$ cat config.mk
export PLATFORM = sky130hd
export DESIGN_NAME = bhp_ram
export DESIGN_NICKNAME = d
export VERILOG_FILES = /design/src/hdl/bhp_ram.sv
export SDC_FILE = /design/constraint.sdc
export NUM_CORES = 1
export LEC_CHECK = 0
export BUFFER_PORTS_ARGS = -buffer_cell sky130_fd_sc_hd__buf_2
export CAP_MARGIN = 25
export CORE_MARGIN = 2
export CORE_UTILIZATION = 30
export DETAILED_ROUTE_END_ITERATION = 16
export PLACE_DENSITY = 0.41
export SYNTH_ARGS = -nofsm -noshare
export SYNTH_HDL_FRONTEND = slang
export SYNTH_SLANG_ARGS = --single-unit
$ cat constraint.sdc
create_clock -name clk -period 5.9 [get_ports clk]
set_input_delay 0.885 -clock clk [delete_from_list [all_inputs] [get_ports clk]]
set_output_delay 0.885 -clock clk [all_outputs]
set_load 0.01 [all_outputs]
$ cat src/hdl/bhp_ram.sv
// bhp_ram: generic single-write, single-read RAM with registered read data.
// No dependencies; holds the geometry matrix of the patch evaluator.
`timescale 1ns / 1ps

module bhp_ram #(
  parameter int WIDTH = 48,
  parameter int DEPTH = 16
) (
  input  logic                     clk,
  input  logic                     wr_en,
  input  logic [$clog2(DEPTH)-1:0] wr_addr,
  input  logic [WIDTH-1:0]         wr_data,
  input  logic                     rd_en,
  input  logic [$clog2(DEPTH)-1:0] rd_addr,
  output logic [WIDTH-1:0]         rd_data
);

  logic [WIDTH-1:0] mem [DEPTH];

  always_ff @(posedge clk) begin
    if (wr_en) begin
      mem[wr_addr] <= wr_data;
    end
    if (rd_en) begin
      rd_data <= mem[rd_addr];
    end
  end

endmodule

==> results of run 1 <==
==> per-stage QoR <==
step / cells / utilization / hold slack, ns
4_1_cts: 2783 / 0.354 / 0.597
6_report: 2786 / 0.354 / 0.644
5_1_grt: 2784 / 0.354 / 0.634
3_3_place_gp: 2615 / 0.325 / 0.730
3_5_place_dp: 2621 / 0.327 / 0.739
2_1_floorplan: 1242 / - / 0.710
==> final timing paths <==
| check | cells past startpoint | end | from | slack, ns |
|---|---|---|---|---|
| setup / recovery | 5 | rd_data[38]$_DFFE_PP_ | rd_addr[0] | 3.23 |
| hold / removal | 1 | mem[10][10]$_DFFE_PP_ | wr_data[10] | 0.64 |
| setup reg to reg | 3 | rd_data[6]$_DFFE_PP_ | mem[3][6]$_DFFE_PP_ | 4.24 |
| hold reg to reg | 3 | rd_data[9]$_DFFE_PP_ | mem[15][9]$_DFFE_PP_ | 0.75 |
==> metal layers <==
layer  track usage  up-vias  share of wire
li1              -     5719              -
met1         0.199     7422           0.46
met2         0.236      243           0.48
met3        0.0232      102          0.039
met4        0.0401        6          0.020
met5             0        -        0.00039
==> cells by family after synthesis <==
logic type,count (synthesis),share of synthesized area
and+or+nand+nor,75,0.0104
buffers and inverters,63,0.0104
DFF,816,0.812
AOI/OAI and AO/OA,96,0.0239
muxes,192,0.143
==> critical path, stage by stage <==
cell	delay [ns]
buf_8	0.55
buf_4	0.50
mux4_2	0.57
a22oi_1	0.26
nand2_1	0.12
==> sequential cells by signal (all words and copies together) (netlist names) <==
register  count
mem         768
rd_data      48
==> layout make-up <==
cell class	instances	area, µm²	area share
Antenna cell	2	5.00	0.000142
Clock inverter	46	308	0.00870
Clock buffer	116	2410	0.0682
Multi-Input combinational cell	363	5490	0.155
Tap cell	1298	1620	0.0459
Timing Repair Buffer	145	1020	0.0288
Sequential cell	816	24500	0.693
==> power groups by stage <==
stage / registers (mW) / logic (mW) / clock network (mW)
after global placement: 6.69 / 0.592 / 0
after global routing: 6.58 / 0.640 / 5.62
after detailed placement: 6.70 / 0.604 / 0
after CTS: 6.58 / 0.604 / 5.41
after floorplan: 6.70 / 0.308 / 0
final: 6.57 / 0.583 / 5.24
==> cell usage in the layout, fill, tap and decap left out <==
master        n
buf_8         1
inv_6         2
nand2b_1      2
clkbuf_16    93
and2_4        1
clkbuf_1     23
or3b_2        1
nand2_1      49
bufinv_16     4
buf_2       103
buf_16        5
nand3_1       1
clkinvlp_4    2
mux4_2      192
clkbuf_8      1
nor2_4       13
clkinv_2     10
nor3_2        4
diode_2       2
nand3b_1      2
nor2b_4       2
edfxtp_1    816
clkinv_1     28
buf_12        6
a22oi_1      96
buf_4        29
==> run summary, run 1 <==
When the netlist entered floorplanning its net count stood at 1301. The number of different library cells used by synthesis comes to 16. The clock drives 816 sinks. The clock tree root driver cell is clkbuf_16. STA puts the critical path data required time at 6.26 ns. Across the run, the number of max-cap violations was 0. The tools report the number of antenna violations at the first check in global routing as 4. The filler cells instantiated in the layout total 9194. The post-route cell area came out at 35400 µm². The most frequently used cell type in the post-synthesis netlist is edfxtp_1. Setup repair after global routing left no endpoint under its margin. The clock arrives with 0.0195 ns of skew. Routability-driven placement finished with a final weighted congestion of 0.670. Relative to the synthesized area, the layout overhead comes to 17.2%.

Combinational cell fraction of total power: 0.047. The count of buffers inserted at the top-level ports works out to 106. The global-route usage over all layers is 0.144, and the post-detailed-route via-to-cell ratio is 4.84. The core footprint was 99900 µm². The logs give 0.182 mV for the maximum resistive drop on vdd and 94 for the maximum number of pins on one net before global-route repair. Primary flip-flop cell chosen by synthesis mapping: edfxtp_1.

Fmax: 375 MHz. Global routing finished with a remaining overflow of 0. Summing over every cut layer, the via total after detailed routing is 13500. The tools report the leakage component of the power as 11.1 nW. The first global-routing pass estimated 107000 µm of wire. The clock transition at the registers of the reported paths is 0.06 ns.

In the routed design, unresolved DRC markers number 0. The share of final-layout standard cells stronger than drive strength 1 came out at 0.316. The worst-case setup margin in the final layout came out at 3.23 ns. The final worst-path cycle share works out to 0.452. Adding up every negative setup slack in the final design gives 0 ns. The total half-perimeter wirelength after legalization and detailed placement is 38600 µm, and the count of final max-slew check failures is 0. Buffers inserted during clock tree synthesis total 91.

Sorting the synthesized cells by area gives the leading types as edfxtp_1, mux4_2, a22oi_1. Cell-internal power: 9.80 mW. In this run, synthesis produced a sequential element count of 816. The count of cells resized by post-cts repair was 0.

By count the netlist is led by edfxtp_1, mux4_2, a22oi_1, nand2_1, clkbuf_1. Before antenna repair, the detailed router went through 5 iterations. TritonCTS built the clock tree. The fraction of power spent switching nets works out to 0.209. For the starting density of the core, the log shows 0.302. In this run the number of H-tree levels came out at 3.

The part of the power in the clock network came out at 0.423. For the worst slew margin relative to its limit, the log shows 0.266. In this run, synthesis inferred 816 flip-flops with an integrated enable. Data on the critical path arrives at its endpoint at 3.03 ns. From left edge to right edge, the die measures 321 µm.

In this run the core area contains 116 standard-cell rows. The category of the worst setup path capture point was a flip-flop. The worst path in the final design needs a cycle of 2.67 ns, including I/O delays and setup. The longest clock path from root to sink contains 3 buffers. Summing every instance area after synthesis gives 30200 µm². edfxtp_1 takes more of the synthesized area than any other cell.

The post-synthesis area per instance is 24.3 µm², and the sequential cell area fraction in the yosys report is 0.812. The routed design has 73500 µm of wire. The number of nets in the finished design was 1476; the routed length per placed instance was 26.4 µm. The sum of internal, switching and leakage power is 12.4 mW. The share of the synthesized area in the top cell type is 0.812.

The number of endpoints with negative hold slack in the final report was 0; the largest fanout on the critical path was 61. Setup violations remaining at the end of the flow were counted as 0. The flow ran to the end, and the final reports show no timing, DRC or antenna violations. The logs give 107 for the top-level port count and 0 for the yosys synthesis warning count. Classification of the worst setup path: input port to flip-flop.

For this design the total switching power over the nets is 2.60 mW. The pre-CTS setup slack is 2.55 ns. In this run, the number of DRC markers left after iteration 0 of detailed routing was 924. The number of buffers inserted by post-CTS setup repair was 0.

Once placement finished, the instance area stood at 32600 µm². Sort of element at the start of the critical path: an input port. For the number of global-route vias before repair, the log shows 14800. In this run the remaining antenna-violating nets after routing total 0. For the number of buffers added to fix hold violations after cts, the log shows 0. The min-delay analysis places its worst path in the category input port to flip-flop. The die covers 103000 µm². The sequential share of power was 0.530; the share of flip-flops with an asynchronous set or reset was 0. The later pin in the worst-skew pair is clocked with a latency of 0.63 ns. The power density normalized to cell area was 351 nW/µm²; the overall die height was 321 µm.

The gate count of the mapped netlist was 1242; the transition at the pin with the smallest max-transition slack was 1.10 ns.
No activity file was read; power rests on OpenSTA's default activity.
==> run 2: changes to the inputs <==
Clock period 5.9 ns to 2.6 ns, I/O delays scaled along.
==> run summary, run 2 (synthesis results as in run 1) <==
The share of final-layout standard cells stronger than drive strength 1 was 0.334; the number of antenna violations at the first check in global routing was 10. Before CTS, the worst setup slack after placement is 0.339 ns. In the final layout, the registers with the most flip-flops are mem: 768 flops, rd_data: 48 flops.

For the maximum resistive drop on vdd, the log shows 0.487 mV. For the count of final max-slew check failures, the log shows 0. Setup repair after global routing left no endpoint under its margin. The area taken by multi-input logic gates is 5520 µm². The run gives 15200 as the number of global-route vias before repair.

The count of buffers inserted at the top-level ports works out to 106. Total clock buffers created by CTS: 89. Setup violations remaining at the end of the flow were counted as 0. The leading cell type in the layout, fill and taps excluded is edfxtp_1. STA classifies the critical path endpoint as an output port.

The overall die height was 321 µm. The HPWL after detailed placement is 37900 µm. Once the clock tree was built, the setup fixing pass inserted 0 buffers. Data arrives at the worst endpoint at 1.32 ns.

Clock insertion delay at the later pin of the skew report: 0.63 ns. The tools report the sort of element at the start of the critical path as a flip-flop. The wire length of the first global-routing pass is 111000 µm. In the final routed layout, each cell accounts on average for 27.4 µm. The largest fanout on the critical path was 1; the clock period minus final worst setup slack was 1.71 ns. The required time of the worst setup path was 2.21 ns; the final worst-path cycle share was 0.659.

The analysis attributes to cell leakage a power of 11.4 nW. The final standard cell utilization of the core was 0.361. Clock tree synthesis selected as its root buffer the cell clkbuf_16. The number of remaining DRC errors was 0; the transition at the pin with the smallest max-transition slack was 0.562 ns. Length of the first detailed-routing pass in iterations: 5. Across the routed clock network, the largest skew measured is 0.0252 ns. Top cell family by delay on the critical path: flip-flops.

For this block, the initial DRC count from the detailed router was 1096. Row generation in the floorplan step produced 116 rows. The core footprint is 99900 µm².

Classification of the worst-slack hold path: input port to flip-flop. The global-route usage over all layers is 0.151, and the number of clock sinks is 816. The tools report the worst slew margin relative to its limit as 0.626.

Entering global routing, the biggest net connects 56 pins. After global routing the overflow that remains totals 0. The tools report the number of fill cells as 9171. The number of buffers and inverters on the critical path works out to 1. The setup TNS came out at 0 ns. The floorplan step defined a die boundary enclosing 103000 µm². Using the TritonRoute via totals, the vias-per-cell ratio works out to 4.93.

The slowest stage of the critical path belongs to the cell edfxtp_1. CTS built an H-tree with a depth of 3. The logs give 0 for the number of diodes and 0.681 for the final estimated routing congestion in global placement. The classification of the worst setup path was flip-flop to output port. For the starting density of the core, the log shows 0.302. The signal on the critical path passes through buf_2.

The number of placed instances, taps included, is 2643. Leaving out fill and tap cells, the most frequent cells in the layout are edfxtp_1, mux4_2, buf_2. The run gives 0 as the number of max-cap violations. For the number of endpoints with negative hold slack in the final report, the log shows 0. 107 I/O pins were placed. The power density normalized to cell area was 799 nW/µm². The logs give 24500 µm² for the register area and 3 for the number of buffers on the longest clock path. After clock tree synthesis, the clock-pin slew on the worst setup and hold paths is 0.06 ns. After detailed routing, the total wire length is 77000 µm.

Summing over every cut layer, the via total after detailed routing is 13900. TritonCTS built the clock tree. In this design, the stage delay of the slowest critical-path cell is 0.51 ns. For the filler-free cell count of the finished design, the log shows 2809.

The count of cells resized by post-cts repair was 0. From synthesis to final layout, the design area changed by 19.3%. The register with the most flip-flops in the layout has 768 of them. The run finished with clean final reports. Timing would allow up to 583 MHz.

The chip width was 321 µm; the post-route antenna net violation count was 0. After clock tree synthesis, the flow added hold-fix buffers numbering 0. mem holds more flip-flops than any other register.

The number of nets in the finished design is 1495. Setup slack closes at 0.886 ns.
[run 2: cell types whose count changed in the layout (fill, tap and decap cells not counted), sizes merged]
cell	change
buf	+21
clkinv	+8
clkbuf	-5
bufinv	+4
clkinvlp	-2
diode	-2
inv	-1
[run 2: area by class of cell]
| cell class | count | share of cell area |
|---|---|---|
| flip-flops and latches | 816 | 0.681 |
| clock inverters | 55 | 0.0126 |
| repair buffers | 166 | 0.0407 |
| well taps | 1298 | 0.0451 |
| clock buffers | 111 | 0.0677 |
| multi-input cells | 363 | 0.153 |
[run 2: metrics by stage]
stage	area, µm²	power, mW	hold slack (ns)
floorplan	30200	15.9	0.489
global placement	33100	16.6	0.733
detailed placement	33100	16.6	0.739
CTS	36000	29.2	0.0942
global route	36000	29.8	0.126
finish	36000	28.8	0.140
[run 2: path summary, 6_finish.rpt]
kind              slack (ns)                   from                     to  depth (start not counted)
setup / recovery        0.89  rd_data[36]$_DFFE_PP_            rd_data[36]                          1
hold reg to reg         0.74   mem[14][8]$_DFFE_PP_   rd_data[8]$_DFFE_PP_                          3
hold / removal          0.14            wr_data[42]   mem[6][42]$_DFFE_PP_                          1
setup reg to reg        1.06  mem[10][11]$_DFFE_PP_  rd_data[11]$_DFFE_PP_                          3
[run 2: metal layers]
metal	global-route usage	part of all wire
met5	0	0.00044
met4	0.0364	0.016
met3	0.0237	0.039
met2	0.247	0.49
met1	0.212	0.46
[run 2: worst register-to-register path, stage by stage (launching register included)]
cell and delay, ns:
edfxtp_1 0.36, mux4_2 0.46, a22oi_1 0.23, nand2_1 0.19
[run 2: power by group]
| part | internal (mW) | leakage (nW) | switching [mW] | total, mW |
|---|---|---|---|---|
| clock network | 7.41 | 1.43 | 5.05 | 12.5 |
| logic | 0.561 | 2.54 | 0.824 | 1.38 |
| registers | 14.8 | 7.42 | 0.0923 | 14.9 |
==> run 3: changes to the inputs <==
Clock period 2.6 ns to 1.8 ns, I/O delays scaled along.
==> run summary, run 3 (synthesis results as in run 1) <==
The flow ran to the end, and the final reports show no timing, DRC or antenna violations. The number of buffers and inverters on the critical path was 1; the power density normalized to cell area was 1090 nW/µm². The sort of element at the start of the critical path was a flip-flop. The sum of routed wire length over all layers came out at 77900 µm.

For the combinational cell fraction of total power, the log shows 0.055. The overall die area was 103000 µm². The via count was 14300. Before antenna repair, the detailed router went through 4 iterations.

Clock insertion delay at the later pin of the skew report: 0.63 ns. Leaving out fill and tap cells, the most frequent cell in the layout is edfxtp_1. The overall die height was 321 µm; the pre-CTS setup slack was -0.222 ns. The logs give 0 for the count of final max-slew check failures and 0 for the overflow left after global routing. Clock tree root driver cell: clkbuf_16.

The largest fanout on the critical path was 1. Starting density of the core: 0.302. More flip-flops sit in one register than any other, and that register is mem.

After detailed routing, the average wire length per cell comes to 26.6 µm. The run gives 0 as the number of max-cap violations. In this run the core area contains 116 standard-cell rows.

For the final database, setup skew stands at 0.0139 ns. The fraction of power spent switching nets is 0.209. The share of final-layout standard cells stronger than drive strength 1 was 0.358; the arrival time at the worst endpoint was 1.32 ns. The run gives 3 as the number of buffers on the longest clock path. Number of global-route vias before repair: 15400. For the pin with the worst max-slew slack, the measured transition is 0.830 ns.

The first global-routing pass estimated 113000 µm of wire. The chip width is 321 µm. The run gives 0 as the number of endpoints with negative hold slack in the final report. The clock transition at the registers of the reported paths came out at 0.06 ns.

The worst-case setup margin in the final layout is 0.207 ns, and the clock period minus final worst setup slack is 1.59 ns. The count of buffers inserted at the top-level ports is 106. After detailed routing, the number of vias per cell comes to 4.88. Relative to the synthesized area, the layout overhead comes to 24.0%. Across all register-to-register paths, the minimum setup slack is 0.31 ns. TritonCTS built the clock tree. The maximum resistive drop on vdd came out at 0.739 mV. Walking the worst path, the cells encountered are buf_2.

The maximum number of pins on one net before global-route repair came out at 37. The logs give 107 for the top-level port count and 1040 for the violation count after the first detailed-routing iteration. Setup repair after global routing left no endpoint under its margin. Summed over all nets, the switching power comes to 8.55 mW. The critical path's largest stage delay works out to 0.49 ns.

Setup violations remaining at the end of the flow were counted as 0. The finished layout holds 2927 standard cells, fillers aside. For this design the static power due to leakage is 12.1 nW.

The tools report the number of antenna violations at the first check in global routing as 4. The slowest library cell on the worst path is edfxtp_1. Part of the power in the clock network: 0.418. The global-route usage over all layers was 0.153. The post-route antenna net violation count was 0. In this run the standard cell core region covers 99900 µm². The run gives 0.526 as the sequential share of power. The run gives 2729 as the total placed cells including tap cells.

In the routed design, unresolved DRC markers number 0. Once detailed placement completed, the half-perimeter wirelength came to 46000 µm. The sum of internal, switching and leakage power is 41.0 mW, and the required time of the worst setup path is 1.53 ns.

The final estimated routing congestion in global placement came out at 0.691. For the fmax, the log shows 628 MHz. The tools report the worst slew margin relative to its limit as 0.447. The tools report the category of the worst setup path capture point as an output port. Counting the buffers created by CTS gives 89. The internal power of the cells totals 32.4 mW.

The final worst-path cycle share was 0.885; the number of clock sinks was 816. Counting the fill cells in the layout gives 9077. The number of setup buffers added after CTS is 0. The largest registers in the layout are mem: 768 flops, rd_data: 48 flops. The final layout contains 1625 nets. The classification of the worst-slack hold path was input port to flip-flop. The final standard cell utilization of the core came out at 0.375. Setup TNS: 0 ns.

In the layout the commonest cells are edfxtp_1, mux4_2, buf_2. The critical path is of the flip-flop to output port type. The top cell family by delay on the critical path was flip-flops. The register with the most flip-flops in the layout has 768 of them. The level count of the clock H-tree came out at 3.
-- run 3: layout make-up --
cell class / instances / area (µm²) / share of cell area
Tap cell: 1298 / 1620 / 0.0434
Antenna cell: 1 / 2.50 / 0.0000669
Clock buffer: 107 / 2360 / 0.0630
Timing Repair Buffer: 296 / 3060 / 0.0819
Clock inverter: 46 / 347 / 0.00926
Sequential cell: 816 / 24500 / 0.655
Multi-Input combinational cell: 363 / 5530 / 0.148
-- run 3: layer usage --
layer | up-vias | part of all wire | global-route usage
met1 | 7882 | 0.46 | 0.216
met2 | 282 | 0.48 | 0.248
met3 | 101 | 0.038 | 0.0242
met4 | 6 | 0.017 | 0.0368
met5 | - | 0.00047 | 0
li1 | 6023 | - | -
-- run 3: path summary, 6_finish.rpt --
kind                   startpoint                   end  depth (start not counted)
max          rd_data[0]$_DFFE_PP_            rd_data[0]                          1
min                   wr_data[15]  mem[0][15]$_DFFE_PP_                          1
max reg2reg   mem[0][7]$_DFFE_PP_  rd_data[7]$_DFFE_PP_                          3
min reg2reg  mem[14][3]$_DFFE_PP_  rd_data[3]$_DFFE_PP_                          3
-- run 3: what timing repair did --
item / 4_1_cts / 5_1_grt
hold buffers: 44 / 0
gates resized for setup: 0 / 0
hold endpoints to repair: 608 / 0
-- run 3: power by group through the flow --
| stage | sequential, mW | combinational, mW | clock, mW |
|---|---|---|---|
| 6_report | 21.5 | 2.27 | 17.1 |
| 5_1_grt | 21.6 | 2.46 | 18.4 |
| 4_1_cts | 21.6 | 2.34 | 17.7 |
| 3_5_place_dp | 22.0 | 2.25 | 0 |
| 3_3_place_gp | 21.9 | 2.23 | 0 |
| 2_1_floorplan | 21.9 | 1.03 | 0 |
-- run 3: stage by stage --
step / area [µm²] / hold WS (ns)
after floorplan: 30300 / 0.369
after global placement: 34300 / 0.564
after detailed placement: 34300 / 0.554
after CTS: 37400 / 0.00309
after global routing: 37400 / 0.0295
final: 37400 / 0.0391
